$ cat config.mk
export PLATFORM = sky130hd
export DESIGN_NAME = at_command_link_handshake_core_flat
export DESIGN_NICKNAME = d
export VERILOG_FILES = /design/src/rtl/atcl_pkg.sv /design/src/rtl/atcl_if.sv /design/src/rtl/atcl_line.sv /design/src/rtl/at_command_link_handshake_core.sv /design/src/flat_wrapper.sv
export VERILOG_INCLUDE_DIRS = /design/src /design/src/rtl
export SDC_FILE = /design/constraint.sdc
export NUM_CORES = 1
export LEC_CHECK = 0
export BUFFER_PORTS_ARGS = -buffer_cell sky130_fd_sc_hd__buf_2
export CAP_MARGIN = 20
export CORE_MARGIN = 3
export CORE_UTILIZATION = 59
export CTS_CLUSTER_DIAMETER = 100
export CTS_CLUSTER_SIZE = 40
export DETAILED_ROUTE_END_ITERATION = 12
export PLACE_DENSITY = 0.81
export REMOVE_ABC_BUFFERS = 1
export SLEW_MARGIN = 5
export SYNTH_ARGS = -nofsm -noshare
export SYNTH_HDL_FRONTEND = slang
export SYNTH_SLANG_ARGS = --single-unit
$ cat constraint.sdc
create_clock -name clk_i -period 6.9 [get_ports clk_i]
set_clock_uncertainty 0.1 [all_clocks]
set_input_delay 0 -clock clk_i [delete_from_list [all_inputs] [get_ports clk_i]]
set_output_delay 0 -clock clk_i [all_outputs]
set_load 0.01 [all_outputs]
$ cat src/rtl/at_command_link_handshake_core_assert.svh
// assertion macros for the link handshake core
`ifndef AT_COMMAND_LINK_HANDSHAKE_CORE_ASSERT_SVH
`define AT_COMMAND_LINK_HANDSHAKE_CORE_ASSERT_SVH

`ifndef SYNTHESIS

`define ATCL_ASSERT(label, clk, rst_n, prop, msg) \
  label: assert property (@(posedge clk) disable iff (!rst_n) (prop)) else $error(msg);

`define ATCL_ASSERT_IMPL(label, clk, rst_n, ante, cons, msg) \
  label: assert property (@(posedge clk) disable iff (!rst_n) (ante) |-> (cons)) \
    else $error(msg);

`else

`define ATCL_ASSERT(label, clk, rst_n, prop, msg)
`define ATCL_ASSERT_IMPL(label, clk, rst_n, ante, cons, msg)

`endif

`endif

$ cat src/rtl/atcl_pkg.sv
package atcl_pkg;

  localparam int LINE_BYTES_DEF = 64;
  localparam int MAC_OFFSET     = 5;
  localparam int MAC_DIGITS     = 12;
  localparam int MAC_W          = 4 * MAC_DIGITS;

  localparam int CFG_ADDR_W = 3;
  localparam int CFG_DATA_W = 32;
  localparam logic REG_GAP_MS = 1'b0;
  localparam logic [15:0] GAP_MS_RESET = 16'd50;

  localparam logic [7:0] CH_LF   = 8'h0a;
  localparam logic [7:0] CH_NUL  = 8'h00;
  localparam logic [7:0] CH_O    = 8'h4f;
  localparam logic [7:0] CH_K    = 8'h4b;
  localparam logic [7:0] CH_M    = 8'h4d;
  localparam logic [7:0] CH_A    = 8'h41;
  localparam logic [7:0] CH_C    = 8'h43;

  typedef enum logic [1:0] {
    CMD_BYTE  = 2'd0,
    CMD_TICK  = 2'd1,
    CMD_POLL  = 2'd2,
    CMD_START = 2'd3
  } cmd_e;

  typedef enum logic [1:0] {
    TX_NONE   = 2'd0,
    TX_NAME   = 2'd1,
    TX_MAC    = 2'd2,
    TX_HOSTEN = 2'd3
  } tx_e;

  typedef struct packed {
    logic       store;
    logic       clear;
    logic [7:0] data;
  } line_ctrl_t;

  typedef struct packed {
    logic             ok_seen;
    logic             mac_seen;
    logic [MAC_W-1:0] shadow;
  } line_stat_t;

  function automatic logic [3:0] hex_nibble(logic [7:0] c);
    logic [3:0] n;
    n = 4'd0;
    if (c >= 8'h30 && c <= 8'h39) begin
      n = 4'(c - 8'h30);
    end else if (c >= 8'h41 && c <= 8'h46) begin
      n = 4'(c - 8'h37);
    end else if (c >= 8'h61 && c <= 8'h66) begin
      n = 4'(c - 8'h57);
    end
    return n;
  endfunction

endpackage

$ cat src/rtl/atcl_if.sv
interface atcl_in_if;
  logic       valid;
  logic       ready;
  logic [1:0] command;
  logic [7:0] rx_byte;

  modport source (output valid, command, rx_byte, input ready);
  modport sink (input valid, command, rx_byte, output ready);
endinterface

interface atcl_out_if;
  logic        valid;
  logic        ready;
  logic [1:0]  tx_request;
  logic        fwd_valid;
  logic [7:0]  fwd_byte;
  logic        transparent_mode;
  logic        line_ready;
  logic        mac_valid;
  logic [47:0] mac_address;
  logic        handshake_done;

  modport source (
    output valid, tx_request, fwd_valid, fwd_byte, transparent_mode, line_ready,
           mac_valid, mac_address, handshake_done,
    input  ready
  );
  modport sink (
    input  valid, tx_request, fwd_valid, fwd_byte, transparent_mode, line_ready,
           mac_valid, mac_address, handshake_done,
    output ready
  );
endinterface

$ cat src/rtl/atcl_line.sv
module atcl_line #(
  parameter int LineBytes = atcl_pkg::LINE_BYTES_DEF
) (
  input  logic                clk_i,
  input  logic                rst_ni,
  input  atcl_pkg::line_ctrl_t ctrl_i,
  output atcl_pkg::line_stat_t stat_o
);
  import atcl_pkg::*;

  localparam int CntW = $clog2(LineBytes);

  logic [CntW-1:0]  count_q, count_d;
  logic [15:0]      prev_q, prev_d;
  logic             ok_q, ok_d, mac_q, mac_d, nul_q, nul_d;
  logic [MAC_W-1:0] shadow_q, shadow_d;
  logic [CntW:0]    count_inc;
  logic [7:0]       last_b, before_b;

  assign last_b    = prev_q[7:0];
  assign before_b  = prev_q[15:8];
  assign count_inc = {1'b0, count_q} + (CntW+1)'(1);

  always_comb begin
    count_d  = count_q;
    prev_d   = prev_q;
    ok_d     = ok_q;
    mac_d    = mac_q;
    nul_d    = nul_q;
    shadow_d = shadow_q;
    if (ctrl_i.clear) begin
      count_d  = '0;
      prev_d   = '0;
      ok_d     = 1'b0;
      mac_d    = 1'b0;
      nul_d    = 1'b0;
      shadow_d = '0;
    end else if (ctrl_i.store) begin
      // matching stops at the first nul
      if (!nul_q) begin
        if (ctrl_i.data == CH_NUL) begin
          nul_d = 1'b1;
        end else begin
          if (last_b == CH_O && ctrl_i.data == CH_K) ok_d = 1'b1;
          if (before_b == CH_M && last_b == CH_A && ctrl_i.data == CH_C) mac_d = 1'b1;
        end
      end
      prev_d = {last_b, ctrl_i.data};
      for (int k = 0; k < MAC_DIGITS; k++) begin
        if (count_q == CntW'(MAC_OFFSET + k)) begin
          shadow_d[(MAC_DIGITS-1-k)*4 +: 4] = hex_nibble(ctrl_i.data);
        end
      end
      count_d = count_inc[CntW-1:0];
      // full line wraps back to empty
      if (count_inc >= (CntW+1)'(LineBytes)) begin
        count_d  = '0;
        prev_d   = '0;
        ok_d     = 1'b0;
        mac_d    = 1'b0;
        nul_d    = 1'b0;
        shadow_d = '0;
      end
    end
  end

  always_ff @(posedge clk_i or negedge rst_ni) begin
    if (!rst_ni) begin
      count_q  <= '0;
      prev_q   <= '0;
      ok_q     <= 1'b0;
      mac_q    <= 1'b0;
      nul_q    <= 1'b0;
      shadow_q <= '0;
    end else begin
      count_q  <= count_d;
      prev_q   <= prev_d;
      ok_q     <= ok_d;
      mac_q    <= mac_d;
      nul_q    <= nul_d;
      shadow_q <= shadow_d;
    end
  end

  assign stat_o.ok_seen  = ok_q;
  assign stat_o.mac_seen = mac_q;
  assign stat_o.shadow   = shadow_q;

endmodule

$ cat src/rtl/at_command_link_handshake_core.sv
// Receive and handshake side of an AT-command radio link. Each input transfer carries a
// received byte, a millisecond tick, a poll or a start request; in command mode bytes are
// collected into a reply line that ends on a line feed or after gap_ms of silence, a poll
// matches the finished line for OK or MAC and steps the handshake (set name, query MAC,
// host enable, transparent), and in transparent mode bytes are forwarded. One item is
// accepted every clock cycle; its result appears in the output register on the next cycle.
// A new item is accepted in the same cycle that the waiting result is taken, so the input
// stalls only while the output register is full and not taken. gap_ms is written through
// the APB port at address 0.
`include "at_command_link_handshake_core_assert.svh"

module at_command_link_handshake_core #(
  parameter int LineBytes = atcl_pkg::LINE_BYTES_DEF
) (
  input  logic                              clk_i,
  input  logic                              rst_ni,
  atcl_in_if.sink                           in_i,
  atcl_out_if.source                        out_o,
  input  logic                              psel_i,
  input  logic                              penable_i,
  input  logic                              pwrite_i,
  input  logic [atcl_pkg::CFG_ADDR_W-1:0]   paddr_i,
  input  logic [atcl_pkg::CFG_DATA_W-1:0]   pwdata_i,
  output logic [atcl_pkg::CFG_DATA_W-1:0]   prdata_o,
  output logic                              pready_o
);
  import atcl_pkg::*;

  logic [15:0]      gap_ms_q;
  logic [31:0]      now_ms_q, now_ms_d;
  logic [31:0]      last_time_q, last_time_d;
  logic             busy_q, busy_d;
  logic             transparent_q, transparent_d;
  tx_e              pending_q, pending_d;
  logic             mac_valid_q, mac_valid_d;
  logic [MAC_W-1:0] mac_q, mac_d;

  logic             out_valid_q;
  tx_e              tx_q, tx_d;
  logic             fwd_valid_q, fwd_valid_d;
  logic [7:0]       fwd_byte_q, fwd_byte_d;
  logic             done_q, done_d;
  logic             line_ready_q;
  logic             trans_out_q;
  logic             mac_valid_out_q;
  logic [MAC_W-1:0] mac_out_q;

  logic       in_fire;
  logic       gap_hit;
  logic [31:0] gap_start;
  cmd_e       cmd;
  line_ctrl_t line_ctrl;
  line_stat_t line_stat;

  // configuration port
  assign pready_o = 1'b1;
  always_comb begin
    prdata_o = '0;
    if (paddr_i[2] == REG_GAP_MS) prdata_o = {{(CFG_DATA_W-16){1'b0}}, gap_ms_q};
  end

  always_ff @(posedge clk_i or negedge rst_ni) begin
    if (!rst_ni) begin
      gap_ms_q <= GAP_MS_RESET;
    end else if (psel_i && penable_i && pwrite_i && paddr_i[2] == REG_GAP_MS) begin
      gap_ms_q <= pwdata_i[15:0];
    end
  end

  // output register decouples the two sides
  assign in_i.ready = !out_valid_q || out_o.ready;
  assign in_fire    = in_i.valid && in_i.ready;
  assign cmd        = cmd_e'(in_i.command);
  assign gap_start  = now_ms_q - {16'b0, gap_ms_q};
  assign gap_hit    = (gap_start > last_time_q) && (last_time_q != '0);

  always_comb begin
    now_ms_d      = now_ms_q;
    last_time_d   = last_time_q;
    busy_d        = busy_q;
    transparent_d = transparent_q;
    pending_d     = pending_q;
    mac_valid_d   = mac_valid_q;
    mac_d         = mac_q;
    tx_d          = TX_NONE;
    fwd_valid_d   = 1'b0;
    fwd_byte_d    = '0;
    done_d        = 1'b0;
    line_ctrl     = '0;
    line_ctrl.data = in_i.rx_byte;
    if (in_fire) begin
      case (cmd)
        CMD_BYTE: begin
          if (transparent_q) begin
            fwd_valid_d = 1'b1;
            fwd_byte_d  = in_i.rx_byte;
          end else if (!busy_q) begin
            if (in_i.rx_byte == CH_LF || gap_hit) begin
              busy_d      = 1'b1;
              last_time_d = '0;
            end else begin
              line_ctrl.store = 1'b1;
              last_time_d     = now_ms_q;
            end
          end
        end
        CMD_TICK: begin
          now_ms_d = now_ms_q + 32'd1;
        end
        CMD_POLL: begin
          if (!transparent_q && busy_q) begin
            line_ctrl.clear = 1'b1;
            last_time_d     = '0;
            busy_d          = 1'b0;
            case (pending_q)
              TX_MAC: begin
                if (line_stat.mac_seen) begin
                  mac_valid_d = 1'b1;
                  mac_d       = line_stat.shadow;
                  pending_d   = TX_HOSTEN;
                  tx_d        = TX_HOSTEN;
                end
              end
              TX_HOSTEN: begin
                if (line_stat.ok_seen) begin
                  transparent_d = 1'b1;
                  done_d        = 1'b1;
                end
              end
              TX_NAME: begin
                if (line_stat.ok_seen) begin
                  pending_d = TX_MAC;
                  tx_d      = TX_MAC;
                end
              end
              default: ;
            endcase
          end
        end
        CMD_START: begin
          if (!transparent_q) begin
            line_ctrl.clear = 1'b1;
            pending_d       = TX_NAME;
            tx_d            = TX_NAME;
          end
        end
        default: ;
      endcase
    end
  end

  atcl_line #(
    .LineBytes(LineBytes)
  ) u_line (
    .clk_i (clk_i),
    .rst_ni(rst_ni),
    .ctrl_i(line_ctrl),
    .stat_o(line_stat)
  );

  always_ff @(posedge clk_i or negedge rst_ni) begin
    if (!rst_ni) begin
      now_ms_q      <= '0;
      last_time_q   <= '0;
      busy_q        <= 1'b0;
      transparent_q <= 1'b0;
      pending_q     <= TX_NONE;
      mac_valid_q   <= 1'b0;
      mac_q         <= '0;
      out_valid_q   <= 1'b0;
    end else begin
      now_ms_q      <= now_ms_d;
      last_time_q   <= last_time_d;
      busy_q        <= busy_d;
      transparent_q <= transparent_d;
      pending_q     <= pending_d;
      mac_valid_q   <= mac_valid_d;
      mac_q         <= mac_d;
      if (in_fire) begin
        out_valid_q <= 1'b1;
      end else if (out_o.ready) begin
        out_valid_q <= 1'b0;
      end
    end
  end

  always_ff @(posedge clk_i) begin
    if (in_fire) begin
      tx_q            <= tx_d;
      fwd_valid_q     <= fwd_valid_d;
      fwd_byte_q      <= fwd_byte_d;
      done_q          <= done_d;
      line_ready_q    <= busy_d;
      trans_out_q     <= transparent_d;
      mac_valid_out_q <= mac_valid_d;
      mac_out_q       <= mac_d;
    end
  end

  assign out_o.valid            = out_valid_q;
  assign out_o.tx_request       = tx_q;
  assign out_o.fwd_valid        = fwd_valid_q;
  assign out_o.fwd_byte         = fwd_byte_q;
  assign out_o.transparent_mode = trans_out_q;
  assign out_o.line_ready       = line_ready_q;
  assign out_o.mac_valid        = mac_valid_out_q;
  assign out_o.mac_address      = mac_out_q;
  assign out_o.handshake_done   = done_q;

  `ATCL_ASSERT_IMPL(a_done_in_transparent, clk_i, rst_ni, out_valid_q && done_q, trans_out_q, "handshake done without transparent mode")
  `ATCL_ASSERT_IMPL(a_fwd_in_transparent, clk_i, rst_ni, out_valid_q && fwd_valid_q, trans_out_q && !line_ready_q, "byte forwarded outside transparent mode")
  `ATCL_ASSERT_IMPL(a_hosten_has_mac, clk_i, rst_ni, out_valid_q && tx_q == TX_HOSTEN, mac_valid_out_q, "host enable requested before mac capture")
  `ATCL_ASSERT(a_transparent_sticky, clk_i, rst_ni, !$fell(transparent_q), "transparent mode left")

endmodule
$ cat src/flat_wrapper.sv
// flat-port wrapper written by rule: the top's interface ports become plain ports
module at_command_link_handshake_core_flat import atcl_pkg::*;
#(
  parameter int LineBytes = atcl_pkg::LINE_BYTES_DEF
)
  (clk_i, rst_ni, psel_i, penable_i, pwrite_i, paddr_i, pwdata_i, prdata_o, pready_o, in_i_valid, in_i_command, in_i_rx_byte, in_i_ready, out_o_valid, out_o_tx_request, out_o_fwd_valid, out_o_fwd_byte, out_o_transparent_mode, out_o_line_ready, out_o_mac_valid, out_o_mac_address, out_o_handshake_done, out_o_ready);
  atcl_in_if in_i_i ();
  atcl_out_if out_o_i ();
  input  logic clk_i;
  input  logic rst_ni;
  input  logic psel_i;
  input  logic penable_i;
  input  logic pwrite_i;
  input  logic [atcl_pkg::CFG_ADDR_W-1:0] paddr_i;
  input  logic [atcl_pkg::CFG_DATA_W-1:0] pwdata_i;
  output logic [atcl_pkg::CFG_DATA_W-1:0] prdata_o;
  output logic pready_o;
  input wire logic [$bits(in_i_i.valid)-1:0] in_i_valid;
  input wire logic [$bits(in_i_i.command)-1:0] in_i_command;
  input wire logic [$bits(in_i_i.rx_byte)-1:0] in_i_rx_byte;
  output wire logic [$bits(in_i_i.ready)-1:0] in_i_ready;
  output wire logic [$bits(out_o_i.valid)-1:0] out_o_valid;
  output wire logic [$bits(out_o_i.tx_request)-1:0] out_o_tx_request;
  output wire logic [$bits(out_o_i.fwd_valid)-1:0] out_o_fwd_valid;
  output wire logic [$bits(out_o_i.fwd_byte)-1:0] out_o_fwd_byte;
  output wire logic [$bits(out_o_i.transparent_mode)-1:0] out_o_transparent_mode;
  output wire logic [$bits(out_o_i.line_ready)-1:0] out_o_line_ready;
  output wire logic [$bits(out_o_i.mac_valid)-1:0] out_o_mac_valid;
  output wire logic [$bits(out_o_i.mac_address)-1:0] out_o_mac_address;
  output wire logic [$bits(out_o_i.handshake_done)-1:0] out_o_handshake_done;
  input wire logic [$bits(out_o_i.ready)-1:0] out_o_ready;
  assign in_i_i.valid = in_i_valid;
  assign in_i_i.command = in_i_command;
  assign in_i_i.rx_byte = in_i_rx_byte;
  assign in_i_ready = in_i_i.ready;
  assign out_o_valid = out_o_i.valid;
  assign out_o_tx_request = out_o_i.tx_request;
  assign out_o_fwd_valid = out_o_i.fwd_valid;
  assign out_o_fwd_byte = out_o_i.fwd_byte;
  assign out_o_transparent_mode = out_o_i.transparent_mode;
  assign out_o_line_ready = out_o_i.line_ready;
  assign out_o_mac_valid = out_o_i.mac_valid;
  assign out_o_mac_address = out_o_i.mac_address;
  assign out_o_handshake_done = out_o_i.handshake_done;
  assign out_o_i.ready = out_o_ready;
  at_command_link_handshake_core #(.LineBytes(LineBytes)) u_core (.clk_i(clk_i), .rst_ni(rst_ni), .in_i(in_i_i), .out_o(out_o_i), .psel_i(psel_i), .penable_i(penable_i), .pwrite_i(pwrite_i), .paddr_i(paddr_i), .pwdata_i(pwdata_i), .prdata_o(prdata_o), .pready_o(pready_o));
endmodule
==> results.yml <==
logic_synthesis:
  synth_warnings: 0
  async_flop_share_pct: 76.7
  ys.flop_type: "dfrtp_1"
  syn-cell-area_um2: 12700
  ys_seq_elements: 270
  synth_top_area_share_pct: 40.2
  post-synth-top-count-cell: "dfrtp_1"
  yosys.area.top_type: "dfrtp_1"
  synth_edf_count: 63
  ys_types: 68
  ys_seq_area_share_pct: 55.7
  synth_area_leaders: "dfrtp_1 (40%), edfxtp_1 (15%), mux2_2 (9.0%)"
  netlist_top_cells_count: "dfrtp_1 (204), mux2_2 (102), nand2_1 (84), edfxtp_1 (63), ha_1 (60)"
  postSynthAreaPerCell_um2: 11.9
  synthCells: 1067
sta:
  finalSetupTns_ns: 0
  setup_viol_count_final: 0
  rsz0062_at_grt: "no"
  drv_slew: 0
  worst_pin_slew_ns: 1.04
  fin_crit_sh_pct: 91.0
  fmax_ghz: 0.159
  slew_headroom_pct: 30.5
  post-route-min-period_ns: 6.28
  hold-worst-slack_ns: 0.0887
  hold_violations: 0
worst_setup_path:
  arrival_ns: 6.53
  crit_slowest_cell: "a31oi_1"
  critPathCaptureType: "flop"
  cpPeakStageDelay_ns: 0.57
  path_cells: "inv_1 > ha_1 > inv_1 > fa_1 > a211oi_1 > o21ai_0 > a31oi_1 > o21a_1 > o21ai_0 > a31oi_1 > nand2_1 > xnor2_1 > ha_1 > nand4_1 > nor4_1 > a221o_1 > a211o_1 > o21a_1 > nor3_4 > o21ai_0 > mux2_2"
  crit_fanout: 8
  cp.required_ns: 7.15
  reg2reg_setup_slack_ns: 0.62
  cp_num_buf_inv: 2
  crit_family: "compound AO/OA/AOI/OAI gates"
  critPathMostFrequentCell: "o21ai_0"
  path_class: "reg2reg"
  start_kind: "flop"
clock_tree:
  cts_made_buffers: 11
  clockRootBuffer: "clkbuf_16"
  clk_pin_slew_ns: 0.14
  ctsHtreeMaxLevel: 1
  post_cts_buffers: 0
  clock_latency_ns: 0.50
  cts_tree: "built"
  clock-sinks: 270
  cts_max_path_buffers: 3
route:
  finalWirelength_mm: 26.3
  ant_nets: 0
  drt_iter0_markers: 560
  post_drt_wl_per_cell_um: 17.9
  dr_total_vias: 8528
  drc: 0
  dr.pass1.iters: 5
  viasPerCell: 5.80
cells_and_area:
  nNetsFinal: 1304
  multi_input_area_um2: 5140
  area.growth.synth_to_final_pct: 11.1
  num-fill-cells: 1530
  drive_gt1_share_pct: 22.3
  layout.cells.non_filler: 1470
  seqCellArea_um2: 7080
  diodes: 0
place:
  gp_congestion: 0.855
  place_hpwl_mm: 17.4
  port_buffers: 114
  dpl.cell_count: 1420
power_and_ir_drop:
  comb_power_share_pct: 21.8
  power_mw: 3.47
  p_sw_share_pct: 30.4
  power_density_nw_per_um2: 245
  p_seq_share_pct: 54.8
  p_int_mw: 2.41
  p_clk_share_pct: 23.4
  vdd_drop_max_mv: 0.204
  p_sw_mw: 1.05
  power.leakage_nw: 6.71
floorplanning:
  fp-row-count: 53
  fp.dieH_um: 153
  die_x_um: 153
  ioPinCount: 150
  core_um2: 21100
  initial_core_util_pct: 60.3
  dieArea_um2: 23300
grt:
  grt_pass1_vias: 8638
  grt-ovfl-total: 0
  track_usage_pct: 22.5
  antenna_found_initial: 0
  grt_pass1_wl_mm: 43.8
  grt_max_degree: 125
hold_path:
  hold_class: "in2async"
job:
  max_cap_viol_count: 0
outcome:
  status: "complete, no violations"
logic make-up after synthesis:
| group | share of synthesized area (%) |
|---|---|
| flip-flops | 55.7 |
| other | 0.0591 |
| AO/OA/AOI/OAI | 9.79 |
| XOR/XNOR | 3.86 |
| AND/OR/NAND/NOR | 11.0 |
| multiplexers | 9.19 |
| adder cells (fa/ha/maj) | 6.06 |
| buffers and inverters | 4.35 |
flip-flops by register name (all words and copies together), names as in the netlist, 6 cells and up:
signal and count:
u_core.out_o.fwd_byte 8, u_core.gap_ms_q 16, u_core.u_line.prev_q 16, u_core.mac_q 48, u_core.u_line.count_q 6, u_core.last_time_q 32
u_core.u_line.shadow_q 48, u_core.now_ms_q 32, u_core.out_o.mac_address 48
cell type report:
class                   instances  area share [%]
flip-flops and latches        270            50.1
clock inverters                 3           0.408
multi-input cells             693            36.4
well taps                     275            2.44
inverters                      59            1.57
repair buffers                156            7.03
clock buffers                  14            2.03
metal layers:
| metal | vias to the layer above | GRT usage [%] | part of all wire, % |
|---|---|---|---|
| met5 | - | 0 | 0 |
| met4 | 0 | 6.92 | 3.1 |
| met3 | 56 | 2.50 | 4.4 |
| met2 | 248 | 39.3 | 51 |
| met1 | 4222 | 29.7 | 41 |
| li1 | 4002 | - | - |
power groups by stage:
stage / Combinational [mW] / Sequential [mW] / Clock [mW]
after detailed placement: 0.738 / 1.93 / 0
final: 0.756 / 1.90 / 0.812
after global routing: 0.861 / 1.92 / 0.891
after floorplan: 0.517 / 1.90 / 0
after CTS: 0.759 / 1.90 / 0.838
after global placement: 0.701 / 1.92 / 0
timing repair:
item | CTS | global route
endpoints found under the hold margin | 166 | 0
gates resized for setup | 0 | 0
hold buffers | 30 | 0
cell usage in the layout, fill, tap and decap left out, types with 4 or more instances in the layout:
master         netlist  layout
nor2b_1              6       6
dfrtp_1            204     204
ha_1                60      60
a21oi_1             24      24
buf_4               20      10
and3_1              13      13
o2bb2ai_1           12      12
nand3_1             23      23
o21ai_0             52      52
a22o_1              33      33
a21o_1               8       8
nor3_1              13      13
o21a_1               6       6
a211oi_1             4       4
mux2_2             102     102
dlygate4sd3_1        0      30
nand4_1             16      16
clkbuf_16            0      11
inv_1               59      58
and2_1              13      13
and4_1               4       4
a31oi_1              7       7
nor2_1              55      55
nand2_1             84      84
nand2b_1            11      11
xnor2_1             34      34
xor2_1              22      22
edfxtp_1            63      63
buf_2                7     113
o31ai_1              4       4
o21ai_2              8       9
nor4_1              15      15
conb_1               2      17
path summary, 6_finish.rpt:
path	from	end	depth (start not counted)
setup / recovery	u_core.now_ms_q[0]$_DFFE_PN0P_	u_core.u_line.shadow_q[5]$_DFFE_PN0P_	21
hold / removal	rst_ni	u_core.gap_ms_q[10]$_DFFE_PN0P_	2
setup reg to reg	u_core.now_ms_q[0]$_DFFE_PN0P_	u_core.u_line.shadow_q[5]$_DFFE_PN0P_	21
hold reg to reg	u_core.mac_valid_q$_DFF_PN0_	u_core.mac_valid_q$_DFF_PN0_	1
max in group asynchronous	rst_ni	u_core.u_line.prev_q[12]$_DFFE_PN0P_	4
min in group clk_i	out_o_ready	u_core.pending_q[1]$_DFFE_PN0P_	6
metrics by stage:
| step | worst slack (ns) | area [um^2] | utilization (%) |
|---|---|---|---|
| 2_1_floorplan | 0.781 | 12400 | - |
| 6_report | 0.621 | 14100 | 67.0 |
| 3_3_place_gp | 0.884 | 13400 | 63.7 |
| 3_5_place_dp | 0.754 | 13400 | 63.7 |
| 4_1_cts | 0.617 | 14100 | 66.7 |
| 5_1_grt | 0.101 | 14100 | 67.0 |
No activity file was read; power rests on OpenSTA's default activity.
